### src/rtl/nsc_pkg.sv
// Package for the NMEA sentence checker: character codes, result encodings,
// the result struct and small helper functions. Depends on nothing else.
package nsc_pkg;

    localparam int unsigned COUNT_W = 7;
    localparam int unsigned BYTE_W  = 8;
    localparam int unsigned HDR_N   = 5;

    localparam logic [BYTE_W-1:0] CTRL_LIMIT = 8'd21;
    localparam logic [BYTE_W-1:0] CH_LF      = 8'h0A;
    localparam logic [BYTE_W-1:0] CH_CR      = 8'h0D;
    localparam logic [BYTE_W-1:0] CH_DOLLAR  = 8'h24;
    localparam logic [BYTE_W-1:0] CH_STAR    = 8'h2A;
    localparam logic [BYTE_W-1:0] CH_A       = 8'h41;
    localparam logic [BYTE_W-1:0] CH_C       = 8'h43;
    localparam logic [BYTE_W-1:0] CH_G       = 8'h47;
    localparam logic [BYTE_W-1:0] CH_L       = 8'h4C;
    localparam logic [BYTE_W-1:0] CH_M       = 8'h4D;
    localparam logic [BYTE_W-1:0] CH_N       = 8'h4E;
    localparam logic [BYTE_W-1:0] CH_P       = 8'h50;
    localparam logic [BYTE_W-1:0] CH_R       = 8'h52;

    localparam logic [BYTE_W-1:0] CH_ZERO    = 8'h30;
    localparam logic [BYTE_W-1:0] CH_HEX_OFS = 8'h37;   // 'A' minus ten
    localparam logic [3:0]        NIB_TEN    = 4'd10;

    localparam logic [1:0] DIG_NONE = 2'd0;
    localparam logic [1:0] DIG_ONE  = 2'd1;
    localparam logic [1:0] DIG_TWO  = 2'd2;

    localparam logic [1:0] ST_GOOD = 2'd0;
    localparam logic [1:0] ST_BAD  = 2'd1;
    localparam logic [1:0] ST_DROP = 2'd2;

    localparam logic [1:0] KIND_NONE = 2'd0;
    localparam logic [1:0] KIND_RMC  = 2'd1;
    localparam logic [1:0] KIND_GGA  = 2'd2;

    localparam int unsigned RES_W = 13;
    localparam int unsigned RES_BYTES_W = 16;

    typedef logic [BYTE_W-1:0] byte_t;
    typedef byte_t [HDR_N-1:0] header_t;

    typedef struct packed {
        logic [BYTE_W-1:0] computed_checksum;
        logic              standby_request;
        logic [1:0]        sentence_kind;
        logic [1:0]        status;
    } result_t;

    function automatic byte_t hex_char(input logic [3:0] nib);
        if (nib < NIB_TEN)
        begin
            return CH_ZERO + {4'h0, nib};
        end
        return CH_HEX_OFS + {4'h0, nib};
    endfunction

    function automatic logic [1:0] classify(input header_t hdr);
        logic talker_ok;
        talker_ok = (hdr[0] == CH_G) &&
                    (hdr[1] == CH_P || hdr[1] == CH_L || hdr[1] == CH_N);
        if (talker_ok && hdr[2] == CH_R && hdr[3] == CH_M && hdr[4] == CH_C)
        begin
            return KIND_RMC;
        end
        if (talker_ok && hdr[2] == CH_G && hdr[3] == CH_G && hdr[4] == CH_A)
        begin
            return KIND_GGA;
        end
        return KIND_NONE;
    endfunction

endpackage

### src/rtl/nsc_sentence.sv
// Sentence state and per-byte decode for the NMEA sentence checker.
// Uses nsc_pkg for character codes, the result struct and helpers.
module nsc_sentence #(
    parameter int unsigned MAX_LEN = 100
) (
    input  logic                    clk,
    input  logic                    rst_n,
    input  logic                    step,
    input  logic [nsc_pkg::BYTE_W-1:0] rx_byte,
    output logic                    has_result,
    output nsc_pkg::result_t        result
);

    localparam logic [nsc_pkg::COUNT_W-1:0] LIMIT = nsc_pkg::COUNT_W'(MAX_LEN - 2);
    localparam logic [nsc_pkg::COUNT_W-1:0] MIN_COUNT = nsc_pkg::COUNT_W'(3);

    logic [nsc_pkg::COUNT_W-1:0] count_reg, count_next;
    logic [nsc_pkg::BYTE_W-1:0]  xor_reg, xor_next;
    logic                        star_reg, star_next;
    logic [1:0]                  digits_reg, digits_next;
    logic [nsc_pkg::BYTE_W-1:0]  first_reg, first_next;
    logic [nsc_pkg::BYTE_W-1:0]  second_reg, second_next;
    nsc_pkg::header_t            hdr_reg, hdr_next;
    logic                        standby_reg, standby_next;

    logic [nsc_pkg::COUNT_W-1:0] pos;
    logic                        ignored;
    logic                        good;

    // The decode looks only at the held byte and the state, so has_result is
    // known before step is; the state registers advance only on step.
    always_comb
    begin
        count_next   = count_reg;
        xor_next     = xor_reg;
        star_next    = star_reg;
        digits_next  = digits_reg;
        first_next   = first_reg;
        second_next  = second_reg;
        hdr_next     = hdr_reg;
        standby_next = standby_reg;
        has_result   = 1'b0;
        result       = '0;
        pos          = count_reg;
        good         = 1'b0;
        ignored      = (rx_byte < nsc_pkg::CTRL_LIMIT) &&
                       (rx_byte != nsc_pkg::CH_LF) && (rx_byte != nsc_pkg::CH_CR);

        if (count_reg >= LIMIT)
        begin
            // Sentence too long: drop it and report the checksum so far.
            has_result               = 1'b1;
            result.status            = nsc_pkg::ST_DROP;
            result.computed_checksum = xor_reg;
            count_next  = '0;
            xor_next    = '0;
            star_next   = 1'b0;
            digits_next = nsc_pkg::DIG_NONE;
            first_next  = '0;
            second_next = '0;
            hdr_next    = '0;
        end
        else if (!ignored)
        begin
            if (rx_byte == nsc_pkg::CH_DOLLAR)
            begin
                count_next  = '0;
                xor_next    = '0;
                star_next   = 1'b0;
                digits_next = nsc_pkg::DIG_NONE;
                first_next  = '0;
                second_next = '0;
                hdr_next    = '0;
            end
            pos        = count_next;
            count_next = pos + 1'b1;

            for (int i = 0; i < nsc_pkg::HDR_N; i++)
            begin
                if (pos == nsc_pkg::COUNT_W'(i + 1))
                begin
                    hdr_next[i] = rx_byte;
                end
            end

            if (pos != '0)
            begin
                if (!star_next)
                begin
                    if (rx_byte == nsc_pkg::CH_STAR)
                    begin
                        star_next = 1'b1;
                    end
                    else
                    begin
                        xor_next = xor_next ^ rx_byte;
                    end
                end
                else if (digits_next == nsc_pkg::DIG_NONE)
                begin
                    first_next  = rx_byte;
                    digits_next = nsc_pkg::DIG_ONE;
                end
                else if (digits_next == nsc_pkg::DIG_ONE)
                begin
                    second_next = rx_byte;
                    digits_next = nsc_pkg::DIG_TWO;
                end
            end

            if (rx_byte == nsc_pkg::CH_LF && count_next > MIN_COUNT)
            begin
                good = star_next && digits_next == nsc_pkg::DIG_TWO &&
                       first_next == nsc_pkg::hex_char(xor_next[7:4]) &&
                       second_next == nsc_pkg::hex_char(xor_next[3:0]);
                has_result               = 1'b1;
                result.computed_checksum = xor_next;
                if (good)
                begin
                    result.status          = nsc_pkg::ST_GOOD;
                    result.sentence_kind   = nsc_pkg::classify(hdr_next);
                    result.standby_request = standby_reg;
                    standby_next           = 1'b0;
                end
                else
                begin
                    result.status = nsc_pkg::ST_BAD;
                end
            end
        end
    end

    always_ff @(posedge clk or negedge rst_n)
    begin
        if (!rst_n)
        begin
            count_reg   <= '0;
            xor_reg     <= '0;
            star_reg    <= 1'b0;
            digits_reg  <= nsc_pkg::DIG_NONE;
            first_reg   <= '0;
            second_reg  <= '0;
            hdr_reg     <= '0;
            standby_reg <= 1'b1;
        end
        else if (step)
        begin
            count_reg   <= count_next;
            xor_reg     <= xor_next;
            star_reg    <= star_next;
            digits_reg  <= digits_next;
            first_reg   <= first_next;
            second_reg  <= second_next;
            hdr_reg     <= hdr_next;
            standby_reg <= standby_next;
        end
    end

endmodule

### config.mk
export PLATFORM = sky130hd
export DESIGN_NAME = nsc_sentence
export DESIGN_NICKNAME = d
export VERILOG_FILES = /design/src/rtl/nsc_pkg.sv /design/src/rtl/nsc_sentence.sv
export SDC_FILE = /design/constraint.sdc
export NUM_CORES = 1
export LEC_CHECK = 0
export BUFFER_PORTS_ARGS = -buffer_cell sky130_fd_sc_hd__buf_4
export CORE_MARGIN = 1.5
export CORE_UTILIZATION = 62
export DETAILED_ROUTE_END_ITERATION = 10
export HOLD_SLACK_MARGIN = 0.05
export MAX_ROUTING_LAYER = met4
export PLACE_DENSITY = 0.81
export SLEW_MARGIN = 10
export SYNTH_ARGS = -nofsm -noshare
export SYNTH_HDL_FRONTEND = slang
export SYNTH_SLANG_ARGS = --single-unit
### constraint.sdc
create_clock -name clk -period 10.5 [get_ports clk]
set_input_delay 3.15 -clock clk [delete_from_list [all_inputs] [get_ports clk]]
set_output_delay 3.15 -clock clk [all_outputs]
set_load 0.1 [all_outputs]
# --- Word level (Yosys, flattened, before mapping) ---
# Index checks and enable logic that the tools add are counted.
classes:
  mul: 0
  n_lt_le_gt_ge: 5
  eq_ne: 25
  shifts: 0
  mux: 114
  bitwise: 3
  div: 0
  n_reduce_logical: 19
  addsub: 5
ops:
  columns: ["operator", "count"]
  rows:
  - ["8-bit 2-to-1 mux", 53]
  - ["40-bit 2-to-1 mux", 3]
  - ["8-bit by 7-bit equality test with 1-bit output, second input constant", 10]
  - ["7-bit 2-to-1 mux", 5]
  - ["1-bit 2-to-1 mux", 33]
  - ["2-bit 2-to-1 mux", 16]
  - ["6-bit by 4-bit adder with 7-bit output, first input constant", 4]
  - ["13-bit 2-to-1 mux", 2]
  - ["8-bit by 6-bit equality test with 1-bit output, second input constant", 2]
  - ["8-bit equality test", 2]
  - ["8-bit by 4-bit != test with 1-bit output, second input constant", 2]
  - ["7-bit by 2-bit equality test with 1-bit output, second input constant", 2]
  - ["7-bit by 3-bit equality test with 1-bit output, second input constant", 2]
  - ["1-bit logical AND", 13]
  - ["8-bit by 4-bit equality test with 1-bit output, second input constant", 1]
  - ["4-bit < comparator, second input constant", 2]
  - ["8-bit by 5-bit < comparator with 1-bit output, second input constant", 1]
  - ["8-bit bitwise XOR", 1]
  - ["7-bit by 1-bit adder with 7-bit output, second input constant", 1]
  - ["7-bit by 1-bit equality test with 1-bit output, second input constant", 1]
  - ["7-bit >= comparator, second input constant", 1]
  - ["7-bit by 2-bit > comparator with 1-bit output, second input constant", 1]
  - ["7-bit nonzero test", 1]
  - ["3-bit 2-to-1 mux", 2]
  - ["8 further kinds", 10]
totals:
  input_bits: 11
  word_cells: 183
  out_inout_bits: 14
  mem_bits_rw: 0
  reg_bits: 75
  latch_bits: 0
  mem_count: 0
  romBits: 0

# --- Longest topological paths before layout ---
# Gate-level depths: netlist (run 1).
logic_depth:
  depth_word: 38
  ltp_mapped: 17
  mapped_depth_nobuf: 13

# --- Least setup slack after synthesis (run 1) ---
# No wires, ideal clock.
synth_timing:
  path_kind: "in2out"
  from: "input rx_byte[5] in the netlist's numbering"
  to: "output result[2] in the netlist's numbering"
  stages: 14
  setup_slack_ns: -2.135
  arrival_time_ns: 9.485
  path_buffers: 4
  cell_sequence: "buf_2 > nor4b_2 > nand2_1 > clkbuf_1 > clkbuf_1 > nand2_1 > ha_1 > nand2_1 > a21oi_1 > clkbuf_1 > a31oi_1 > mux2_2 > or4_1 > nor4_1"
synth_lines:
  columns: ["element", "line_no", "source"]
  rows:
  - ["start: declaration", "nsc_sentence.sv:9", "input logic [nsc_pkg::BYTE_W-1:0] rx_byte,"]
  - ["end: declaration", "nsc_sentence.sv:11", "output nsc_pkg::result_t result"]

==> flow_metrics.py, run 1 <==
metrics = {
    "status": {
        "status": "complete, no violations",
    },
    "finish": {
        "fin_area_mm2": 0.005339,
        "largest_reg_flops": 40,
        "final_core_util_pct": 69.45,
        "area_growth_pct": 8.575,
        "diodes": 0,
        "drive_above_1_share_pct": 13.92,
        "layout.nets": 558,
    },
    "power": {
        "leakage_nw": 2.259,
        "peakVddDrop_mv": 0.1566,
        "power_density_mw_per_mm2": 207.3,
    },
    "floorplan": {
        "fp.dieH_um": 92.06,
        "die_w_um": 92.06,
        "start_util_pct": 63.96,
        "io_pins": 25,
        "fp.dieArea_mm2": 0.008474,
        "rows": 32,
        "core_area_mm2": 0.007687,
    },
    "global_routing": {
        "overflow": 0,
        "grtUsageTotal_pct": 37.35,
        "grt_pass1_wl_mm": 23.69,
        "grt_pass1_vias": 4375,
        "antenna_found_initial": 0,
        "grt_max_degree": 76,
    },
    "yosys": {
        "synth_fp_nets": 560,
        "synth_top_cell_area_share_pct": 37.66,
        "ys_seq_area_share_pct": 38.19,
        "synth_area_leader_cell": "dfrtp_1",
        "synth_cell_type_count": 79,
        "synthFlopType": "dfrtp_1",
        "synth_area_leaders": "dfrtp_1 38%, a22o_1 9.3%, nand2_1 4.9%",
        "async_reset_ff_share_pct": 100.0,
        "yosysWarnings": 0,
        "syn_inst": 543,
        "synth-seq-cells": 75,
        "synth.cell_area_mm2": 0.004917,
        "synth-edff-count": 0,
        "avgSynthCellArea_um2": 9.056,
    },
    "clock_tree": {
        "cts_tree": "yes",
        "numCtsBuffers": 9,
        "clkTransAtPathRegs_ns": 0.07,
        "clk_path_buf_depth": 2,
        "root_buffer": "clkbuf_8",
        "clk_latency_ns": 0.37,
        "cts_sinks": 75,
        "cts_htree_levels": 3,
        "post_cts_buffers": 0,
    },
    "timing": {
        "holdWs_ns": 0.4801,
        "setup_viol_count_final": 0,
        "fin_crit_sh_pct": 97.70,
        "worst_pin_slew_ns": 1.228,
        "max_freq_mhz": 97.48,
        "rsz0062_at_grt": "no",
        "finalHoldViolCount": 0,
        "setup-tns-final_ns": 0,
        "drv_slew": 0,
        "timing.final.ws_setup_ns": 0.2412,
        "finalCriticalPeriod_ns": 10.26,
        "finClkSkew_ns": 0.02236,
        "maxSlewHeadroom_pct": 16.87,
    },
    "setup_path": {
        "worstSetupPathType": "input pin to output port",
        "start_kind": "input pin",
        "arrival_ns": 7.11,
        "crit_fanout": 21,
        "cp-end-kind": "output port",
        "worst_ep_required_time_ns": 7.35,
    },
    "placement": {
        "place_ws_ns": 0.2629,
        "port-buffer-count": 24,
        "dp_hpwl_mm": 9.864,
        "gp_congestion": 0.9846,
        "dpl_cell_area_mm2": 0.005161,
    },
    "route": {
        "drt_first_iter_violations": 663,
        "viasPerCell": 7.247,
        "wl_per_cell_um": 22.36,
        "ant_nets": 0,
        "wirelength_mm": 14.49,
        "vias": 4696,
        "drc": 0,
        "first_pass_iters": 5,
    },
    "flow_run": {
        "cap_violations": 0,
    },
    "worst_hold_path": {
        "hold_path.class": "flip-flop to flip-flop",
    },
}
-- cells in the mapped netlist, types with 3 or more instances --
library cell / count
inv_1: 14
a21o_1: 3
clkbuf_1: 28
and3_1: 5
o21a_1: 3
ha_1: 6
xor2_1: 3
a311oi_1: 3
nor2_1: 26
a211oi_1: 9
nor4_2: 3
a22oi_1: 3
xnor2_1: 9
o31ai_1: 13
nor4b_1: 7
buf_2: 11
a31oi_1: 5
nand2_1: 64
and2_1: 4
or3_1: 5
dfrtp_1: 74
buf_1: 3
o21ai_0: 35
nand3_1: 11
mux2i_1: 10
o2111ai_1: 3
nor3_1: 7
o211ai_1: 4
nand3b_1: 4
or4_1: 4
o211a_1: 3
o22ai_1: 6
o21ai_1: 7
nor3b_1: 3
a21oi_1: 22
a22o_1: 52
o211ai_2: 3
nor4_1: 6
nand4_1: 10
a32o_1: 4
-- power breakdown --
part | internal (mW) | switching (mW) | total, mW
combinational | 0.187 | 0.295 | 0.482
sequential | 0.352 | 0.0647 | 0.417
clock | 0.0869 | 0.121 | 0.208
-- area by class of cell --
| cell class | instances | area (um^2) |
|---|---|---|
| Clock buffer | 11 | 131.4 |
| Clock inverter | 5 | 37.54 |
| Fill cell | 615 | 2349 |
| Inverter | 14 | 52.55 |
| Multi-Input combinational cell | 410 | 2879 |
| Sequential cell | 75 | 1878 |
| Tap cell | 102 | 127.6 |
| Timing Repair Buffer | 31 | 232.7 |
-- cells by family after synthesis --
family	count (synthesis)	synth area share, %
and+or+nand+nor	176	19.36
xor gates and xnor gates	12	2.138
muxes	12	2.570
adders and majority gates	6	1.527
DFF	75	38.19
buffers and inverters	58	5.013
AOI/OAI and AO/OA	204	31.20
-- stage by stage --
| stage | std cells | power (mW) |
|---|---|---|
| floorplan | 543 | 0.7774 |
| global route | 648 | 1.176 |
| finish | 648 | 1.107 |
| detailed placement | 632 | 0.8836 |
| CTS | 648 | 1.091 |
| global placement | 632 | 0.8754 |
-- worst max-delay path, stage by stage --
cell and delay, ns:
buf_4 0.20, nor4b_4 0.48, nand2_2 0.13, buf_4 0.22
and2_1 0.18, inv_1 0.06, ha_1 0.24, nand2_1 0.13
a211oi_2 0.41, o21ai_0 0.17, a211oi_1 0.25, a31oi_1 0.07
a2111oi_1 0.53, nand4_1 0.33, nor4_4 0.22, buf_4 0.33
-- layer usage --
metal / wire length, um / share of wire, % / vias to the layer above / global-route usage [%]
met2: 6066 / 42 / 311 / 51.54
li1: - / - / 2090 / -
met5: 0 / 0 / - / -
met1: 6258 / 43 / 2243 / 52.25
met3: 1622 / 11 / 52 / 9.453
met4: 540 / 3.7 / 0 / 15.38
-- placed cells by master, fill, tap and decap left out, drive strengths merged, types with 4 or more instances in the layout --
cell type | synthesis | routed
clkbuf | 28 | 11
a21oi | 22 | 22
inv | 14 | 15
o21ai | 43 | 43
o22ai | 6 | 6
or4 | 4 | 4
a32o | 4 | 4
o211ai | 7 | 7
xnor2 | 9 | 9
o2111ai | 4 | 4
nor4b | 9 | 9
a211oi | 10 | 10
a22o | 52 | 52
nand4 | 10 | 10
nor3 | 7 | 7
dfrtp | 74 | 74
o31ai | 13 | 13
ha | 6 | 6
nor4 | 9 | 9
nand3 | 11 | 11
or3 | 5 | 5
and2 | 5 | 5
and3 | 5 | 5
buf | 16 | 31
nand3b | 4 | 4
mux2i | 10 | 10
nand2 | 65 | 65
a31oi | 5 | 5
nor2 | 27 | 27
-- what timing repair did --
| action | CTS | global route |
|---|---|---|
| hold buffers | 0 | 0 |
| gates resized for setup | 0 | 2 |
| setup endpoints to repair | 0 | 1 |
-- path summary, 6_finish.rpt --
kind                                     startpoint                        to  slack [ns]  cells past startpoint
min in group asynchronous                     rst_n  count_reg[3]$_DFFE_PN0P_        2.90                      1
max                                      rx_byte[4]                 result[2]        0.24                     16
max reg2reg                count_reg[2]$_DFFE_PN0P_   standby_reg$_DFFE_PN1P_        6.41                     10
max in group asynchronous                     rst_n  first_reg[2]$_DFFE_PN0P_        6.98                      1
min reg2reg                 standby_reg$_DFFE_PN1P_   standby_reg$_DFFE_PN1P_        0.48                      1
min                         standby_reg$_DFFE_PN1P_   standby_reg$_DFFE_PN1P_        0.48                      1
(Power assumes the default switching activity.)
==> run 2, diff against run 1 <==
--- a/config.mk
+++ b/config.mk
@@ -5,13 +5,14 @@
 export SDC_FILE = /design/constraint.sdc
 export NUM_CORES = 1
 export LEC_CHECK = 0
+export ABC_AREA = 1
 export BUFFER_PORTS_ARGS = -buffer_cell sky130_fd_sc_hd__buf_4
 export CORE_MARGIN = 1.5
 export CORE_UTILIZATION = 62
 export DETAILED_ROUTE_END_ITERATION = 10
 export HOLD_SLACK_MARGIN = 0.05
 export MAX_ROUTING_LAYER = met4
-export PLACE_DENSITY = 0.81
+export PLACE_DENSITY = 0.8
 export SLEW_MARGIN = 10
 export SYNTH_ARGS = -nofsm -noshare
 export SYNTH_HDL_FRONTEND = slang
==> run 2 against run 1 <==
Effect of this change: clock power is essentially flat; global-route usage shrank 2.2 points; via count grew 5.6%; cell count grew 25%; synthesized cell count grew 29%.
==> flow_metrics.py, run 2 <==
metrics = {
    "route": {
        "viasPerCell": 6.102,
        "drc": 0,
        "wl_per_cell_um": 17.00,
        "drt_first_iter_violations": 638,
        "ant_nets": 0,
        "first_pass_iters": 5,
        "vias": 4961,
        "wirelength_mm": 13.82,
    },
    "global_routing": {
        "grt_pass1_vias": 4690,
        "overflow": 0,
        "antenna_found_initial": 0,
        "grt_max_degree": 76,
        "grtUsageTotal_pct": 35.11,
        "grt_pass1_wl_mm": 23.24,
    },
    "setup_path": {
        "worst_ep_required_time_ns": 7.35,
        "worstSetupPathType": "input pin to output port",
        "arrival_ns": 6.68,
        "r2r_start": "count_reg[2]$_DFFE_PN0P_",
        "start_kind": "input pin",
        "crit_fanout": 34,
        "critPathLaunch": "rx_byte[4]",
        "cp-end-kind": "output port",
    },
    "yosys": {
        "synth_area_leader_cell": "dfrtp_1",
        "synth.cell_area_mm2": 0.005129,
        "synth_fp_nets": 717,
        "synth.area.mux_share_pct": 0,
        "synthFlopType": "dfrtp_1",
        "syn_inst": 700,
        "synth-seq-cells": 75,
        "yosys.area_share.adder_pct": 1.464,
        "avgSynthCellArea_um2": 7.327,
        "yosysWarnings": 0,
        "async_reset_ff_share_pct": 100.0,
        "yosysMostFrequentCell": "nand2_1",
        "synth-edff-count": 0,
        "synth_top_cell_area_share_pct": 36.11,
        "synth_cell_type_count": 47,
        "synth_top_family_by_area": "simple AND/OR/NAND/NOR gates",
        "yosys.area_share.simple_pct": 30.86,
        "synth_area_leaders": "dfrtp_1 36%, nand2_1 12%, o21ai_0 8.3%",
        "ys_seq_area_share_pct": 36.62,
        "synth_commonest_cells": "159 x nand2_1, 85 x o21ai_0, 74 x dfrtp_1, 74 x inv_1, 63 x nand3_1",
        "synthXorXnorAreaFrac_pct": 1.220,
        "synth_compound_area_share_pct": 19.44,
    },
    "floorplan": {
        "fp.dieArea_mm2": 0.008827,
        "io_pins": 25,
        "start_util_pct": 65.35,
        "die_w_um": 93.95,
        "rows": 32,
        "core_area_mm2": 0.007848,
        "fp.dieH_um": 93.95,
    },
    "worst_hold_path": {
        "hold_path.class": "flip-flop to flip-flop",
        "worstHoldStart": "standby_reg$_DFFE_PN1P_",
    },
    "timing": {
        "max_freq_mhz": 101.8,
        "setup_viol_count_final": 0,
        "setup-tns-final_ns": 0,
        "fin_crit_sh_pct": 93.57,
        "finalHoldViolCount": 0,
        "finalCriticalPeriod_ns": 9.825,
        "holdWs_ns": 0.4606,
        "maxSlewHeadroom_pct": 17.90,
        "rsz0062_at_grt": "no",
        "worst_pin_slew_ns": 1.224,
        "drv_slew": 0,
        "finClkSkew_ns": 0.009603,
    },
    "clock_tree": {
        "cts_sinks": 75,
        "post_cts_buffers": 0,
        "ctsHoldBuffers": 0,
        "cts_tree": "yes",
        "clkTransAtPathRegs_ns": 0.08,
        "numCtsBuffers": 9,
        "ctsResizeCount": 0,
        "clk_latency_ns": 0.37,
        "cts_htree_levels": 3,
        "clk_path_buf_depth": 2,
        "root_buffer": "clkbuf_8",
    },
    "power": {
        "peakVddDrop_mv": 0.1651,
        "leakage_nw": 2.593,
        "power_density_mw_per_mm2": 266.0,
    },
    "placement": {
        "port-buffer-count": 24,
        "dp_hpwl_mm": 9.302,
        "gp_congestion": 0.9740,
    },
    "finish": {
        "layout.nets": 723,
        "largest_reg_flops": 40,
        "layout_common_cells": "159 x nand2_1, 85 x o21ai_0, 74 x inv_1, 74 x dfrtp_1, 62 x nand3_1",
        "diodes": 0,
        "drive_above_1_share_pct": 15.33,
        "final_common_cell": "nand2_1",
        "area_growth_pct": 6.514,
    },
    "flow_run": {
        "cap_violations": 0,
    },
    "status": {
        "status": "complete, no violations",
    },
}
==> run 2: cell count changes in the layout (fill, tap and decap cells not counted), moves of 8 or more <==
| cell | delta |
|---|---|
| nand2_1 | +96 |
| a21oi_1 | -17 |
| nor2_1 | +13 |
| mux2i_1 | -10 |
| nand2_2 | +9 |
| a211oi_1 | -9 |
| nand3_1 | +51 |
| o31ai_1 | -12 |
| o22ai_1 | +38 |
| nand3_2 | +8 |
| inv_1 | +60 |
| o21ai_0 | +51 |
| a22o_1 | -38 |
| inv_2 | +14 |
==> run 2: metal layers <==
metal	global-route usage (%)	vias to the layer above	wire [um]
li1	-	2353	-
met4	12.06	0	171
met3	7.039	21	1213
met2	52.17	247	6527
met1	48.15	2340	5905
met5	-	-	0
==> run 2: worst max-delay path: stages <==
cell and delay (ns):
buf_4 0.15, inv_2 0.14, nand2_2 0.11, nor2_8 0.15, nand2_8 0.18, inv_2 0.42
nor2_1 0.14, inv_1 0.08, ha_1 0.20, inv_1 0.16, o21ai_0 0.21, nand2_1 0.09
nand2_1 0.07, nand2_1 0.04, nand2_1 0.09, nand3_1 0.10, nor2_1 0.18, nand3_1 0.11
nor2_1 0.16, nand3_2 0.12, nor2_4 0.16, nand2_1 0.08, nor2_1 0.09, buf_4 0.29
==> run 2: worst paths after layout <==
kind | to | slack, ns | depth (start not counted)
min | standby_reg$_DFFE_PN1P_ | 0.46 | 2
min reg2reg | standby_reg$_DFFE_PN1P_ | 0.46 | 2
max | result[2] | 0.67 | 24
max reg2reg | count_reg[4]$_DFFE_PN0P_ | 7.08 | 8
min in group asynchronous | hdr_reg[37]$_DFFE_PN0P_ | 2.94 | 1
max in group asynchronous | first_reg[4]$_DFFE_PN0P_ | 6.93 | 1
==> run 2: metrics by stage <==
stage | area (um^2) | cells | setup WS [ns] | util (%) | power (mW)
floorplan | 5129 | 700 | 0.6659 | - | 1.084
global placement | 5293 | 797 | 0.8640 | 67.44 | 1.207
detailed placement | 5293 | 797 | 0.7476 | 67.44 | 1.235
CTS | 5463 | 813 | 0.7438 | 69.61 | 1.440
global route | 5463 | 813 | 0.3347 | 69.61 | 1.575
finish | 5463 | 813 | 0.6749 | 69.61 | 1.453
==> run 2: final cells by class <==
cell class | instances | area [um^2]
Clock buffer | 10 | 127.6
Clock inverter | 6 | 42.54
Fill cell | 673 | 2385
Inverter | 92 | 350.3
Multi-Input combinational cell | 500 | 2726
Sequential cell | 75 | 1878
Tap cell | 102 | 127.6
Timing Repair Buffer | 28 | 210.2
==> run 2: logic make-up (layout without fill, tap and decap cells) <==
| family | after synthesis | in the layout |
|---|---|---|
| AO/OA/AOI/OAI | 170 | 170 |
| adder cells (fa/ha/maj) | 6 | 6 |
| flip-flops | 75 | 75 |
| XOR/XNOR | 5 | 5 |
| AND/OR/NAND/NOR | 319 | 319 |
| buffers and inverters | 125 | 136 |
==> run 2: report_power, final <==
part	internal [mW]	total, mW	switching (mW)
Combinational	0.273	0.805	0.532
Sequential	0.390	0.443	0.0530
Clock	0.0858	0.205	0.119
Total	0.749	1.45	0.704
